**config.mk**
```make
export PLATFORM = sky130hd
export DESIGN_NAME = kfls_control
export DESIGN_NICKNAME = d
export VERILOG_FILES = /design/src/rtl/kfls_pkg.sv /design/src/rtl/kfls_control.sv
export SDC_FILE = /design/constraint.sdc
export NUM_CORES = 1
export LEC_CHECK = 0
export ABC_AREA = 1
export ABC_CLOCK_PERIOD_IN_PS = 2000
export BUFFER_PORTS_ARGS = -buffer_cell sky130_fd_sc_hd__buf_2
export CORE_AREA = 2 2 39 41
export DETAILED_ROUTE_END_ITERATION = 8
export DIE_AREA = 0 0 41 43
export GPL_TIMING_DRIVEN = 0
export MAX_ROUTING_LAYER = met4
export PLACE_DENSITY_LB_ADDON = 0.2
export SETUP_SLACK_MARGIN = 0.02
export SKIP_LAST_GASP = 1
export SLEW_MARGIN = 20
export SYNTH_ARGS = -nofsm -noshare
export SYNTH_HDL_FRONTEND = slang
export SYNTH_SLANG_ARGS = --single-unit
```
**constraint.sdc**
```tcl
create_clock -name clk -period 2 [get_ports clk]
set_input_delay 0.3 -clock clk [delete_from_list [all_inputs] [get_ports clk]]
set_output_delay 0.3 -clock clk [all_outputs]
set_load 0.05 [all_outputs]
```
**src/rtl/kfls_pkg.sv**
```systemverilog
package kfls_pkg;

  localparam int TIME_W   = 24;
  localparam int VAL_W    = 32;
  localparam int FRAC_W   = 16;
  localparam int DIFF_W   = VAL_W + 1;
  localparam int PROD_W   = DIFF_W + FRAC_W + 1;
  localparam int DCNT_W   = $clog2(FRAC_W);
  localparam int COUNT_W  = 6;
  localparam int SLOT_W   = 5;

  localparam logic KIND_LOAD   = 1'b0;
  localparam logic KIND_SAMPLE = 1'b1;

  typedef enum logic [1:0] {
    ST_INTERP = 2'd0,
    ST_HOLD   = 2'd1,
    ST_ZERO   = 2'd2
  } status_t;

  typedef enum logic [1:0] {
    COMP_X = 2'd0,
    COMP_Y = 2'd1,
    COMP_Z = 2'd2
  } comp_t;

  typedef enum logic {
    SRC_CUR  = 1'b0,
    SRC_PREV = 1'b1
  } src_t;

  typedef enum logic [3:0] {
    S_IDLE,
    S_FIRST,
    S_PREV,
    S_CMP,
    S_CHECK,
    S_DIV,
    S_MUL0,
    S_MUL1,
    S_MUL2,
    S_MUL3
  } state_t;

  typedef struct packed {
    logic [TIME_W-1:0] tm;
    logic [VAL_W-1:0]  x;
    logic [VAL_W-1:0]  y;
    logic [VAL_W-1:0]  z;
  } key_t;

  typedef struct packed {
    logic    key_write;
    logic    load_query;
    logic    idx_clear;
    logic    idx_inc;
    logic    capture_prev;
    logic    capture_hi;
    logic    div_init;
    logic    div_step;
    logic    mul_en;
    comp_t   mul_sel;
    logic    add_en;
    comp_t   add_sel;
    logic    emit_key;
    src_t    emit_src;
    logic    finish;
    status_t emit_status;
  } cmd_t;

  typedef struct packed {
    logic single;
    logic cur_last;
    logic q_lt_cur;
    logic zero_len;
    logic q_lt_lo;
    logic div_last;
  } dp_stat_t;

endpackage

```
**src/rtl/kfls_control.sv**
```systemverilog
module kfls_control (
  input  logic               clk,
  input  logic               rst,
  input  logic               start,
  input  logic               kind,
  input  kfls_pkg::dp_stat_t stat,
  output kfls_pkg::cmd_t     cmd,
  output logic               busy
);
  import kfls_pkg::*;

  state_t state;
  state_t state_next;

  always_ff @(posedge clk) begin
    if (rst) begin
      state <= S_IDLE;
    end else begin
      state <= state_next;
    end
  end

  always_comb begin
    state_next = state;
    cmd        = '0;
    busy       = (state != S_IDLE);
    case (state)
      S_IDLE: begin
        if (start) begin
          if (kind == KIND_LOAD) begin
            cmd.key_write = 1'b1;
          end else begin
            cmd.load_query = 1'b1;
            cmd.idx_clear  = 1'b1;
            state_next     = S_FIRST;
          end
        end
      end
      S_FIRST: begin
        cmd.idx_inc = 1'b1;
        state_next  = S_PREV;
      end
      S_PREV: begin
        cmd.capture_prev = 1'b1;
        if (stat.single) begin
          cmd.emit_key    = 1'b1;
          cmd.emit_src    = SRC_CUR;
          cmd.emit_status = ST_INTERP;
          state_next      = S_IDLE;
        end else begin
          cmd.idx_inc = 1'b1;
          state_next  = S_CMP;
        end
      end
      S_CMP: begin
        if (stat.q_lt_cur) begin
          cmd.capture_hi = 1'b1;
          state_next     = S_CHECK;
        end else if (stat.cur_last) begin
          cmd.emit_key    = 1'b1;
          cmd.emit_src    = SRC_CUR;
          cmd.emit_status = ST_HOLD;
          state_next      = S_IDLE;
        end else begin
          cmd.capture_prev = 1'b1;
          cmd.idx_inc      = 1'b1;
        end
      end
      S_CHECK: begin
        if (stat.zero_len) begin
          cmd.emit_key    = 1'b1;
          cmd.emit_src    = SRC_PREV;
          cmd.emit_status = ST_ZERO;
          state_next      = S_IDLE;
        end else if (stat.q_lt_lo) begin
          cmd.emit_key    = 1'b1;
          cmd.emit_src    = SRC_PREV;
          cmd.emit_status = ST_INTERP;
          state_next      = S_IDLE;
        end else begin
          cmd.div_init = 1'b1;
          state_next   = S_DIV;
        end
      end
      S_DIV: begin
        cmd.div_step = 1'b1;
        if (stat.div_last) begin
          state_next = S_MUL0;
        end
      end
      S_MUL0: begin
        cmd.mul_en  = 1'b1;
        cmd.mul_sel = COMP_X;
        state_next  = S_MUL1;
      end
      S_MUL1: begin
        cmd.add_en  = 1'b1;
        cmd.add_sel = COMP_X;
        cmd.mul_en  = 1'b1;
        cmd.mul_sel = COMP_Y;
        state_next  = S_MUL2;
      end
      S_MUL2: begin
        cmd.add_en  = 1'b1;
        cmd.add_sel = COMP_Y;
        cmd.mul_en  = 1'b1;
        cmd.mul_sel = COMP_Z;
        state_next  = S_MUL3;
      end
      S_MUL3: begin
        cmd.add_en      = 1'b1;
        cmd.add_sel     = COMP_Z;
        cmd.finish      = 1'b1;
        cmd.emit_status = ST_INTERP;
        state_next      = S_IDLE;
      end
      default: begin
        state_next = S_IDLE;
      end
    endcase
  end

endmodule

```
# [Word level (Yosys, flattened, before mapping)]
# Cells that the tools add are included.
[word_totals] ff_bits=4 in_bits=10 out_inout_bits=20
[classes] n_eq_ne=13 n_mux=37 reduce_logical=3
[op_table] cell="$pmux W4 S9" n=1
[op_table] cell="$mux W4" n=6
[op_table] cell="$mux W2" n=10
[op_table] cell="$pmux W3 S3" n=2
[op_table] cell="$eq A4 B3 Y1 const B" n=4
[op_table] cell="$mux W1" n=11
[op_table] cell="$mux W3" n=3
[op_table] cell="$eq A4 B2 Y1 const B" n=2
[op_table] cell="$eq A4 B4 Y1 const B" n=2
[op_table] cell="$ne A2 B2 Y1 const B" n=3
[op_table] cell="$pmux W2 S3" n=1
[op_table] cell="$eq A4 B1 Y1 const B" n=1
[op_table] cell="$logic_not A4 Y1" n=1
[op_table] cell="$pmux W2 S2" n=1
[op_table] cell="$reduce_and A4 Y1" n=1
[op_table] cell="$reduce_bool A4 Y1" n=1
[op_table] cell="$ne A3 B3 Y1 const B" n=1
[op_table] cell="$pmux W1 S3" n=1
[op_table] cell="$pmux W1 S2" n=1

# [Logic depth before layout (Yosys ltp)]
[depth] depth_word=3 ltp_mapped=8

# [Worst setup path before layout]
# Ideal clock, no wire load.
[synth_timing] kind="reg2out" startpoint="reg state[3]" endpoint="out cmd[10] in the netlist's numbering" arrival_time_ps=2439 t_required_ps=1700 slack_ps=-739 stages_incl_launch_ff=5 n_path_buf=0 path_cell_list="dfxtp_1 > inv_1 > nor3_1 > nor2_1 > o21ai_0"
[synth_lines] element="from (decl)" line="kfls_control.sv:12" rtl="state_t state;"
[synth_lines] element="from (signal assigned)" line="kfls_control.sv:19" rtl="state <= state_next;"
[synth_lines] element="to (decl)" line="kfls_control.sv:7" rtl="output kfls_pkg::cmd_t cmd,"

==> flow_summary.ini <==
[status]
outcome = complete, no violations

[cts]
root_buffer = clkbuf_4
ctsHoldBuffers = 0
numCtsBuffers = 3
cts_resized = 0
insertion_delay_ns = 0.23
cts_tree = built
clk_path_buf_depth = 2
post-cts-setup-buffers = 0
cts_max_level = 1
clkTransAtPathRegs_ns = 0.04
cts_num_sinks = 4

[global_routing]
grt_first_pass_wirelength_um = 1610
grt.total_usage_pct = 13.3
antenna_found_initial = 0
grt_pass1_vias = 454
grt_overflow = 0
grt_max_degree = 8

[pwr]
powerDensity_nw_per_um2 = 468
power.leakage_uw = 0.000430
ir_drop_mv = 0.211
total_power_uw = 310

[sta]
holdWs_ns = 0.291
worst_pin_slew_ns = 0.364
grt_setup_unrepaired = false
fmax_mhz = 541
min_period_ns = 1.85
slew_headroom_pct = 75.7
hold_violations = 0
fin_crit_sh_pct = 92.3
fin_skew_ns = 0.000459
drv_slew = 0
setup_violations = 0
fin_tns_setup_ns = 0

[floorplanning]
coreArea_um2 = 1380
rows = 14
num_io_pins = 30
die_h_um = 43
die-area_um2 = 1760
die_w_um = 41
initial_core_util_pct = 32.5

[logic_synthesis]
syn_inst = 80
synthFlopType = dfxtp_1
synth_edf_count = 0
synth_commonest_cells = inv_1, nor2_1, nand2_1
synth_top_cell_by_area = dfxtp_1
synth.avg_cell_area_um2 = 5.61
synthTopCellsByArea = dfxtp_1, inv_1, nor2_1, nand2_1, nand3_2
yosysSeqAreaShare_pct = 17.8
ys_seq_elements = 4
synth_area_um2 = 449
synth_top_area_share_pct = 17.8
async_reset_ff_share_pct = 0
ys.warnings.count = 0
syn_nets = 90
ys_types = 19

[worst_setup_path]
slowest_stage = dfxtp_1
start_kind = flop
arrival_ns = 1.55
cp_top_family = flip-flops
reg2reg_from = state[2]$_SDFFE_PP0P_
setup.worst_path.start = state[2]$_SDFFE_PP0P_
cp_max_fo = 7
rr_worst_depth = 6
required_ns = 1.70
cpPeakStageDelay_ns = 0.53
worstSetupPathDepth = 5
end_kind = output pin
cp_cell_sequence = nand2_4, nor2_2, inv_1, o221ai_1, buf_2
crit_type = flop to output pin
critPathBufInv = 2

[drt]
wl_um = 1060
wl_met3_um = 60
via_per_inst = 4.30
dr.pass1.iters = 4
drtAntennaViolNets = 0
num_vias = 550
met1_length_um = 443
wire_per_inst_um = 8.26
drtIter0Drc = 8
top_layer = met3
wl_met2_um = 554
drc = 0

[final_layout]
stdcell_count = 128
largest_register_ffs = 4
top_register = state
final_nets = 124
reg_top3 = state: 4 flops
antenna_cells = 0
drive_gt1_share_pct = 43.8
final_area_um2 = 662
nFillCells = 155
multi_input_area_um2 = 308
area_delta_synth_final_pct = 47.4
seqCellArea_um2 = 80.1

[worst_hold_path]
whs_path_depth = 2
hold_start = rst
hp-class = input pin to flop

[place]
gp_congestion = 0.811
port_buffers = 29
dp_hpwl_um = 934
placement.cell_area_um2 = 639
dp_cells = 125

[run]
drv_cap = 0
area by class of cell:
type                    instances  share of cell area [%]
flip-flops and latches          4                    12.1
inverters                      19                    10.8
plain buffers                   2                    2.27
multi-input cells              55                    46.5
well taps                      16                    3.02
repair buffers                 29                    21.9
clock buffers                   3                    3.40
final timing paths:
check | to | slack, ns
worst max-delay path | cmd[4] | 0.15
worst min register to register | state[1]$_SDFFE_PP0P_ | 0.66
worst min-delay path | state[0]$_SDFFE_PP0P_ | 0.29
worst max register to register | state[0]$_SDFFE_PP0P_ | 0.78
per-stage QoR:
stage | setup WS (ns) | utilization [%]
5_1_grt | 0.0458 | 47.8
6_report | 0.153 | 47.8
2_1_floorplan | -0.235 | -
3_3_place_gp | 0.388 | 46.2
4_1_cts | 0.133 | 47.8
3_5_place_dp | 0.377 | 46.2
power breakdown:
part / leakage (µW) / switching [µW] / internal [µW] / total [µW]
registers: 0.0000325 / 3.65 / 83.7 / 87.3
logic: 0.000384 / 90.9 / 35.5 / 126
clock network: 0.0000138 / 29.0 / 66.9 / 95.9
metal layers:
metal | vias up | track usage, %
li1 | 305 | -
met1 | 230 | 14.4
met2 | 15 | 22.5
met3 | 0 | 3.14
met4 | 0 | 4.00
met5 | - | -
layout by cell type, fill, tap and decap left out, drive strengths merged:
| cell | n |
|---|---|
| a21oi | 2 |
| a31oi | 1 |
| dfxtp | 4 |
| buf | 31 |
| nand3 | 5 |
| inv | 19 |
| o221ai | 1 |
| nor3 | 3 |
| nor2 | 23 |
| nor3b | 1 |
| nand2 | 18 |
| o21ai | 1 |
| clkbuf | 3 |
kinds of logic (layout without fill, tap and decap cells):
family / count (synthesis) / count (layout) / share of synthesized area (%)
flops: 4 / 4 / 17.8
compound gates: 5 / 5 / 7.52
buf+inv: 21 / 53 / 19.2
simple gates: 50 / 50 / 55.4
Note: power is estimated with default switching activity, not from simulation.
